### src/hw/rtl/rmst_pkg.sv
// Shared types, constants and helpers for the 2D range-max sparse table.
package rmst_pkg;
  localparam int MaxRows    = 32;
  localparam int MaxCols    = 32;
  localparam int Levels     = 6;
  localparam int ValueWidth = 32;
  localparam int RowW  = $clog2(MaxRows);
  localparam int ColW  = $clog2(MaxCols);
  localparam int LvlW  = $clog2(Levels);
  localparam int CntW  = 6;
  localparam int Depth = Levels * Levels * MaxRows * MaxCols;
  localparam int AddrW = $clog2(Depth);

  localparam logic [1:0] KindLoad  = 2'd0;
  localparam logic [1:0] KindBuild = 2'd1;
  localparam logic [1:0] KindQuery = 2'd2;

  localparam logic [1:0] StatusOk      = 2'd0;
  localparam logic [1:0] StatusInvalid = 2'd1;
  localparam logic [1:0] StatusBuilt   = 2'd2;

  localparam logic CfgRowCount = 1'b0;
  localparam logic CfgColCount = 1'b1;

  typedef enum logic [1:0] {
    SelQa = 2'd0,
    SelQb = 2'd1,
    SelQc = 2'd2,
    SelQd = 2'd3
  } qsel_e;

  // Memory address operation chosen by the controller.
  typedef enum logic [2:0] {
    AopLoad  = 3'd0,
    AopQuery = 3'd1,
    AopSrcX  = 3'd2,
    AopSrcY  = 3'd3,
    AopDst   = 3'd4
  } aop_e;

  typedef struct packed {
    logic        latch_req;
    logic        mem_rd;
    logic        mem_wr;
    aop_e        aop;
    qsel_e       qsel;
    logic        cap_x;
    logic        cap_y;
    logic        acc_init;
    logic        acc_upd;
    logic        walk_init;
    logic        walk_step;
    logic        out_load;
    logic [1:0]  out_status;
  } dp_cmd_t;

  typedef struct packed {
    logic [1:0]  kind;
    logic        load_ok;
    logic        query_ok;
    logic        walk_skip;
    logic        walk_last;
    logic        walk_done;
  } dp_sts_t;

  function automatic logic [LvlW-1:0] floor_log2(input logic [CntW-1:0] v);
    logic [LvlW-1:0] r;
    r = '0;
    for (int b = 0; b < CntW; b++) begin
      if (v[b]) r = LvlW'(b);
    end
    if (r > LvlW'(Levels - 1)) r = LvlW'(Levels - 1);
    return r;
  endfunction

  function automatic logic [AddrW-1:0] slot(input logic [LvlW-1:0] p,
      input logic [LvlW-1:0] q, input logic [RowW-1:0] i,
      input logic [ColW-1:0] j);
    logic [AddrW-1:0] pq;
    pq = AddrW'(p) * AddrW'(Levels) + AddrW'(q);
    return AddrW'({pq[AddrW-RowW-ColW-1:0], i, j});
  endfunction
endpackage

### src/hw/rtl/rmst_ctrl.sv
// Controller sequencing loads, the level build walk and four-read queries.
module rmst_ctrl (
  input  logic              clk_i,
  input  logic              rst_ni,
  input  logic              req_valid_i,
  output logic              req_ready_o,
  input  logic              out_busy_i,
  input  rmst_pkg::dp_sts_t sts_i,
  output rmst_pkg::dp_cmd_t cmd_o
);
  typedef enum logic [9:0] {
    StIdle  = 10'b0000000001,
    StDec   = 10'b0000000010,
    StQa    = 10'b0000000100,
    StQb    = 10'b0000001000,
    StQc    = 10'b0000010000,
    StQd    = 10'b0000100000,
    StQe    = 10'b0001000000,
    StBx    = 10'b0010000000,
    StBy    = 10'b0100000000,
    StBw    = 10'b1000000000
  } state_e;

  state_e state_q, state_d;
  logic   flush_q, flush_d;

  always_ff @(posedge clk_i or negedge rst_ni) begin
    if (!rst_ni) begin
      state_q <= StIdle;
      flush_q <= 1'b0;
    end else begin
      state_q <= state_d;
      flush_q <= flush_d;
    end
  end

  assign req_ready_o = (state_q == StIdle) && !out_busy_i;

  always_comb begin
    state_d = state_q;
    flush_d = 1'b0;
    cmd_o = '0;
    cmd_o.aop = rmst_pkg::AopLoad;
    cmd_o.qsel = rmst_pkg::SelQa;
    unique case (state_q)
      StIdle: begin
        if (req_valid_i && !out_busy_i) begin
          cmd_o.latch_req = 1'b1;
          state_d = StDec;
        end
      end
      StDec: begin
        unique case (sts_i.kind)
          rmst_pkg::KindLoad: begin
            cmd_o.aop = rmst_pkg::AopLoad;
            cmd_o.mem_wr = sts_i.load_ok;
            state_d = StIdle;
          end
          rmst_pkg::KindBuild: begin
            cmd_o.walk_init = 1'b1;
            state_d = StBx;
          end
          rmst_pkg::KindQuery: begin
            if (sts_i.query_ok) begin
              cmd_o.aop = rmst_pkg::AopQuery;
              cmd_o.qsel = rmst_pkg::SelQa;
              cmd_o.mem_rd = 1'b1;
              state_d = StQa;
            end else begin
              cmd_o.out_load = 1'b1;
              cmd_o.out_status = rmst_pkg::StatusInvalid;
              state_d = StIdle;
            end
          end
          default: state_d = StIdle;
        endcase
      end
      // Each read lands in rd_q in the cycle after the one that issues it.
      StQa: begin
        cmd_o.acc_init = 1'b1;
        cmd_o.aop = rmst_pkg::AopQuery;
        cmd_o.qsel = rmst_pkg::SelQb;
        cmd_o.mem_rd = 1'b1;
        state_d = StQb;
      end
      StQb: begin
        cmd_o.acc_upd = 1'b1;
        cmd_o.aop = rmst_pkg::AopQuery;
        cmd_o.qsel = rmst_pkg::SelQc;
        cmd_o.mem_rd = 1'b1;
        state_d = StQc;
      end
      StQc: begin
        cmd_o.acc_upd = 1'b1;
        cmd_o.aop = rmst_pkg::AopQuery;
        cmd_o.qsel = rmst_pkg::SelQd;
        cmd_o.mem_rd = 1'b1;
        state_d = StQd;
      end
      StQd: begin
        cmd_o.acc_upd = 1'b1;
        state_d = StQe;
      end
      StQe: begin
        cmd_o.acc_upd = 1'b1;
        cmd_o.out_load = 1'b1;
        cmd_o.out_status = rmst_pkg::StatusOk;
        state_d = StIdle;
      end
      // Build walk: read source x, read source y, then write the maximum.
      StBx: begin
        if (sts_i.walk_done) begin
          cmd_o.out_load = 1'b1;
          cmd_o.out_status = rmst_pkg::StatusBuilt;
          state_d = StIdle;
        end else if (sts_i.walk_skip) begin
          cmd_o.walk_step = 1'b1;
        end else begin
          cmd_o.aop = rmst_pkg::AopSrcX;
          cmd_o.mem_rd = 1'b1;
          state_d = StBy;
        end
      end
      StBy: begin
        cmd_o.cap_x = 1'b1;
        cmd_o.aop = rmst_pkg::AopSrcY;
        cmd_o.mem_rd = 1'b1;
        state_d = StBw;
      end
      StBw: begin
        if (!flush_q) begin
          flush_d = 1'b1;
        end else begin
          cmd_o.cap_y = 1'b1;
          cmd_o.aop = rmst_pkg::AopDst;
          cmd_o.mem_wr = 1'b1;
          cmd_o.walk_step = 1'b1;
          state_d = StBx;
        end
      end
      default: state_d = StIdle;
    endcase
  end

`ifndef SYNTHESIS
  a_ready_idle: assert property (@(posedge clk_i) disable iff (!rst_ni)
    req_ready_o |-> state_q == StIdle)
    else $error("ready outside idle");
  a_no_rdwr: assert property (@(posedge clk_i) disable iff (!rst_ni)
    !(cmd_o.mem_rd && cmd_o.mem_wr))
    else $error("read and write together");
  a_qa_qb: assert property (@(posedge clk_i) disable iff (!rst_ni)
    state_q == StQa |=> state_q == StQb)
    else $error("query sequence broken");
`endif
endmodule

### config.mk
export PLATFORM = sky130hd
export DESIGN_NAME = rmst_ctrl
export DESIGN_NICKNAME = d
export VERILOG_FILES = /design/src/hw/rtl/rmst_pkg.sv /design/src/hw/rtl/rmst_ctrl.sv
export SDC_FILE = /design/constraint.sdc
export NUM_CORES = 1
export LEC_CHECK = 0
export ABC_CLOCK_PERIOD_IN_PS = 2300
export BUFFER_PORTS_ARGS = -buffer_cell sky130_fd_sc_hd__clkbuf_2
export CAP_MARGIN = 20
export CELL_PAD_IN_SITES_DETAIL_PLACEMENT = 1
export CELL_PAD_IN_SITES_GLOBAL_PLACEMENT = 2
export CORE_MARGIN = 2
export CORE_UTILIZATION = 28
export CTS_CLUSTER_DIAMETER = 40
export DETAILED_ROUTE_END_ITERATION = 8
export PLACE_DENSITY_LB_ADDON = 0.1
export SLEW_MARGIN = 20
export SYNTH_ARGS = -nofsm -noshare
export SYNTH_HDL_FRONTEND = slang
export SYNTH_SLANG_ARGS = --single-unit
### constraint.sdc
create_clock -name clk_i -period 2.3 [get_ports clk_i]
set_input_delay 0.345 -clock clk_i [delete_from_list [all_inputs] [get_ports clk_i]]
set_output_delay 0.345 -clock clk_i [all_outputs]
set_load 0.005 [all_outputs]
==> results of run 1 <==
synth_stat cells, drive strengths merged:
library cell,number
ha,3
or2,6
nand2,6
a31oi,2
a211o,1
nand4,1
nand3,3
nor3b,2
o21ai,3
mux2i,2
and4,1
or4,2
nand2b,3
xnor2,2
nor3,4
and3b,2
o22ai,1
buf,1
or3,1
dfstp,1
mux2,1
and4b,3
o311ai,1
nor2b,4
o211ai,1
clkbuf,1
nor4b,1
nor2,9
xor2,2
dfrtp,10
inv,9
or4b,2
nor4,2
and3,3
sequential cells by signal, indices dropped and copies added, names as in the netlist:
signal and count:
flush_q 1, state_q 10
final cells by class:
class                   count  area, µm²  area share [%]
flip-flops and latches     11      277.8           23.22
clock buffers               4      26.28           2.197
repair buffers             38      236.5           19.77
multi-input cells          74      583.1           48.74
well taps                  31      38.79           3.243
inverters                   9      33.78           2.824
where the power goes:
group	leakage [nW]	internal (mW)	switching [mW]
logic	0.498	0.116	0.104
clock network	0.0150	0.0672	0.0690
registers	0.148	0.212	0.0197
logic make-up (layout without fill, tap and decap cells):
family,Yosys count,in the layout,share of synthesized area (%)
AND/OR/NAND/NOR,55,55,42.62
adder cells (fa/ha/maj),3,3,4.471
multiplexers,3,3,3.726
AO/OA/AOI/OAI,9,9,7.005
buffers and inverters,11,51,5.066
flip-flops,11,11,32.94
XOR/XNOR,4,4,4.174
stage by stage:
stage | setup slack [ps] | setup TNS, ps | power (mW) | cells | hold WS [ps]
final | -35.43 | -35.43 | 0.5879 | 167 | 282.3
after global placement | 198.0 | 0 | 0.4332 | 161 | 242.7
after CTS | -56.90 | -80.84 | 0.5922 | 166 | 273.0
after global routing | -102.6 | -536.8 | 0.6350 | 167 | 289.4
after detailed placement | 181.2 | 0 | 0.4365 | 161 | 244.3
after floorplan | 272.4 | 0 | 0.3596 | 96 | 49.41
repair_timing:
item | 4_1_cts | 5_1_grt
gates cloned | 0 | 0
hold buffers | 1 | 0
buffers inserted | 0 | 1
pin swaps | 3 | 7
endpoints found under the setup margin | 11 | 13
resized for setup | 8 | 13
hold endpoints to repair | 10 | 0
cells in the final DEF, fill, tap and decap left out, types with 4 or more instances in the layout:
cell | Yosys | layout
clkbuf_2 | 0 | 23
inv_1 | 9 | 9
dfrtp_1 | 10 | 9
buf_4 | 0 | 9
nor2_1 | 9 | 7
nand2_1 | 6 | 5
or2_4 | 0 | 4
nor2b_1 | 4 | 4
worst paths after layout:
path,endpoint,slack (ps),cells after the start
max reg2reg,state_q[0],300,6
max,cmd_o[16],-40,4
max in group asynchronous,state_q[0],1530,2
min reg2reg,flush_q,440,1
min in group asynchronous,state_q[4],490,2
min,state_q[1],280,2
layer usage:
metal,up-vias,wire length (µm)
met4,0,34
met2,21,1249
met5,-,0
met1,408,1145
li1,421,-
met3,2,78
==> key figures, run 1 <==
Status
  – Status: finished, violations left
  – Failing checks: negative setup slack

Timing
  – Clk_skew: 1.331 ps
  – Final period util: 101.5%
  – Final min period: 2335 ps
  – Setup violators final: 1
  – Slack of the critical path: -35.43 ps
  – Worst Tran Pin Value: 317.7 ps
  – Hold Vio Cnt, Final: 0
  – RSZ-0062 raised after global routing: true
  – Slew HR: 78.55%
  – Max Clock Freq: 428.2 MHz
  – Max Slew Vio Count: 0

Floorplanning
  – Chip Width: 58.76 µm
  – Core area: 2805 µm²
  – Die Ht: 58.76 µm
  – Initial Util: 29.93%
  – Row count: 19
  – Boundary Pins: 29
  – Full die area: 3452 µm²

Yosys
  – #FFs+latches synth: 11
  – Syn Inst Count: 96
  – Yosys top cell by area: dfrtp_1
  – Share of the synthesized area in the top cell type: 29.81%
  – Synth top area cells: dfrtp_1 30%, ha_1 4.5%, or2_2 4.5%
  – Sequential fraction of the synthesis area: 32.94%
  – Synth Net Count: 110
  – Cell Area, Synth: 839.6 µm²
  – Unique masters post-synth: 34
  – Syn avg cell area: 8.745 µm²
  – Synth warn: 0

Clock tree
  – CTS tree: built
  – H-tree depth: 1
  – Clk root buf: clkbuf_4
  – Clock sink count: 11
  – Number of buffers created by CTS: 3
  – Clock Latency Late Sink: 270 ps
  – Clk slew on worst S/H paths: 70 ps
  – Clock buffer depth: 2

Global route
  – Grt ovf: 0
  – Global routing's busiest layer: met2
  – Met2 Usage GRT: 26.51%
  – Vias in the first global route: 892
  – M1 GR Usage: 21.27%
  – GRT Total Usage: 16.55%
  – GR Util met3: 3.297%
  – Antenna violations before repair: 0
  – Global-route wire length before repair: 4264 µm
  – Largest net degree at the start of global routing: 12

Worst setup path
  – Cell mode on critical path: or4_4
  – Delay-heaviest family, CP: simple AND/OR/NAND/NOR gates
  – CP Class: flop to output pin
  – CP Cell Sequence: or4_4, or4_4, nor3b_2, buf_2
  – Slowest stage delay, CP: 590 ps
  – CP max FO: 3
  – Critical path startpoint: state_q[8]
  – Startpoint Class: flop
  – CP required: 1960 ps
  – CP endpoint kind: output pin
  – Crit path max-delay cell type: or4_4
  – Crit path DAT: 1990 ps
  – Buffers & Inverters on Critical Path: 1
  – Worst reg2reg path startpoint: state_q[8]

Routing
  – Detailed-route wire length: 2508 µm
  – Initial drt markers: 21
  – TritonRoute pass-1 iters: 4
  – DRC errors left: 0
  – Routed vias/inst: 5.102
  – Antenna viol nets, final: 0
  – WL/cell: 15.02 µm
  – Via count: 852

Pwr
  – Static leakage: 0.6610 nW
  – Pwr Density: 491.5 nW/µm²
  – Peak supply drop: 235.7 µV

Worst hold path
  – Worst min path class: input pin to flop
  – Worst hold start: out_busy_i

Final layout
  – Final instance area: 1196 µm²
  – Nets@finish: 151
  – P&R area growth vs syn: 42.47%
  – Filler instances: 357
  – Ant diodes: 0
  – Util after Layout: 42.64%
  – Share of layout cells above drive strength 1: 47.79%

Place
  – Placed inst area: 1072 µm²
  – PortBufs: 27
  – Final GP Congestion: 0.7782
  – Post-DP HPWL: 1945 µm

Job
  – Maxcap violations: 0
No activity file was read; power rests on OpenSTA's default activity.
==> inputs of run 2 (changes only) <==
- CORE_UTILIZATION: 28 -> 29
- CTS_BUF_LIST: default -> sky130_fd_sc_hd__clkbuf_4
- CTS_CLUSTER_DIAMETER: 40 -> 50
==> run 2 against run 1 <==
Against the previous run:
- the flow still finishes with violations (negative setup slack)
- non-clock buffer count unchanged
- utilization increased by 0.74 points
- critical endpoint unchanged
- worst hold slack improved by 13 ps
- count of clock-buffer cells in the layout unchanged
- sequential power increased by 2%
- critical path depth unchanged
- cell count unchanged
- cell area unchanged
- largest cell class unchanged
==> key figures, run 2 (same netlist as run 1, synthesis figures left out) <==
Status
  – Status: finished, violations left
  – Failing checks: negative setup slack

Timing
  – Slack of the critical path: -23.16 ps
  – Max Slew Vio Count: 0
  – Hold Vio Cnt, Final: 0
  – Setup violators final: 1
  – Worst Tran Pin Value: 309.0 ps
  – Max Clock Freq: 430.4 MHz
  – RSZ-0062 raised after global routing: true
  – Slew HR: 79.14%
  – Final min period: 2323 ps
  – Clk_skew: 0.2591 ps
  – Final period util: 101.0%

Global route
  – GRT Total Usage: 14.61%
  – GR Util met3: 3.125%
  – Global routing's busiest layer: met2
  – Global-route wire length before repair: 3815 µm
  – Vias in the first global route: 817
  – Largest net degree at the start of global routing: 12
  – M1 GR Usage: 21.08%
  – Antenna violations before repair: 0
  – Grt ovf: 0
  – Met2 Usage GRT: 23.05%

Worst setup path
  – Worst reg2reg path startpoint: state_q[7]
  – Critical path startpoint: state_q[7]
  – Startpoint Class: flop
  – CP Class: flop to output pin
  – R2R depth: 5
  – RR Endpoint: state_q[0]
  – CP endpoint kind: output pin
  – CP max FO: 3
  – Flop2flop setup slack: 400 ps
  – Crit path DAT: 1980 ps
  – CP required: 1960 ps
  – Critical path destination: cmd_o[16]

Final layout
  – Final instance area: 1196 µm²
  – Most frequent cells in the layout: 24 x clkbuf_2, 10 x buf_4, 8 x inv_1
  – Most common cell after layout, fill and taps aside: clkbuf_2
  – Share of layout cells above drive strength 1: 51.47%
  – Non-Filler Instances: 167
  – Nets@finish: 151
  – Multi-input gate area: 586.8 µm²
  – P&R area growth vs syn: 42.47%
  – Largest register FFs: 10
  – Seq. cell area: 280.3 µm²
  – Biggest regs: state_q (10), flush_q (1)
  – Most flop-heavy register: state_q
  – Ant diodes: 0
  – Filler instances: 337

Place
  – PortBufs: 27
  – Placed insts: 160
  – Post-DP HPWL: 1930 µm
  – Final GP Congestion: 0.8183
  – Placed inst area: 1065 µm²
  – Pre-CTS WS: 121.5 ps

Routing
  – Initial drt markers: 9
  – Detailed-route wire length: 2329 µm
  – DRC errors left: 0
  – TritonRoute pass-1 iters: 4
  – WL/cell: 13.95 µm
  – Antenna viol nets, final: 0
  – Routed vias/inst: 5.108
  – Via count: 853

Floorplanning
  – Die Ht: 57.81 µm
  – Chip Width: 57.81 µm
  – Boundary Pins: 29
  – Row count: 19
  – Core area: 2758 µm²
  – Initial Util: 30.44%
  – Full die area: 3341 µm²

Clock tree
  – Clock buffer depth: 2
  – Clk slew on worst S/H paths: 80 ps
  – Clock sink count: 11
  – CTS tree: built
  – Clk root buf: clkbuf_4
  – Clock Latency Late Sink: 270 ps
  – Number of buffers created by CTS: 3
  – H-tree depth: 1

Pwr
  – Peak supply drop: 289.2 µV
  – Pwr Density: 510.9 nW/µm²
  – Power, Total: 0.6111 mW
  – Static leakage: 0.6632 nW

Worst hold path
  – Worst min path class: input pin to flop

Job
  – Maxcap violations: 0
## run 2: cell count changes in the layout (fill, tap and decap cells not counted), moves of 2 or more
| cell | before | now |
|---|---|---|
| or2_2 | 2 | 5 |
| dfrtp_2 | 1 | 3 |
| buf_6 | 3 | 1 |
| or2_4 | 4 | 1 |
| dfrtp_1 | 9 | 7 |
## run 2: layout make-up
| type | instances | share of cell area [%] |
|---|---|---|
| Sequential cell | 11 | 23.43 |
| Timing Repair Buffer | 38 | 18.93 |
| Clock buffer | 4 | 2.510 |
| Inverter | 9 | 2.824 |
| Tap cell | 31 | 3.243 |
| Multi-Input combinational cell | 74 | 49.06 |
## run 2: how the worst min path moves through the flow
| stage | end | startpoint | slack (ps) | cells after the start |
|---|---|---|---|---|
| floorplan | flush_q | rst_ni | 50 | 0 |
| global placement | state_q[4] | rst_ni | 250 | 1 |
| detailed placement | state_q[4] | rst_ni | 250 | 1 |
| CTS | state_q[1] | out_busy_i | 270 | 2 |
| global route | state_q[1] | out_busy_i | 310 | 2 |
| finish | state_q[1] | out_busy_i | 300 | 2 |
## run 2: per-layer routing
| layer | vias up | share of wire (%) | routed length [µm] |
|---|---|---|---|
| met4 | 0 | 0.47 | 11 |
| met1 | 407 | 47 | 1106 |
| met5 | - | 0 | 0 |
| li1 | 424 | - | - |
| met3 | 2 | 5.0 | 116 |
| met2 | 20 | 47 | 1094 |
## run 2: critical path: stages, from the launching register on
cell	delay (ps)
dfrtp_1	380
or4_4	580
or4_4	460
nor3b_2	160
buf_2	120
## run 2: where the power goes
group          switching, mW  total, mW  leakage, nW  internal [mW]
clock network         0.0711      0.150       0.0184         0.0789
logic                  0.104      0.226        0.500          0.122
registers             0.0233      0.235        0.145          0.212
## run 2: repair_timing
| item | 4_1_cts | 5_1_grt |
|---|---|---|
| hold buffers | 1 | 0 |
| hold endpoints to repair | 10 | 0 |
| gates resized for setup | 8 | 13 |
| cloned | 0 | 0 |
| pin swaps | 3 | 3 |
| setup endpoints to repair | 11 | 11 |
| setup buffers | 1 | 1 |
## run 2: per-stage QoR
stage / hold slack, ps / utilization (%) / TNS [ps]
floorplan: 49.41 / - / 0
global placement: 246.0 / 38.61 / 0
detailed placement: 252.1 / 38.61 / 0
CTS: 274.5 / 41.65 / -31.92
global route: 313.0 / 43.38 / -437.4
finish: 295.1 / 43.38 / -23.16
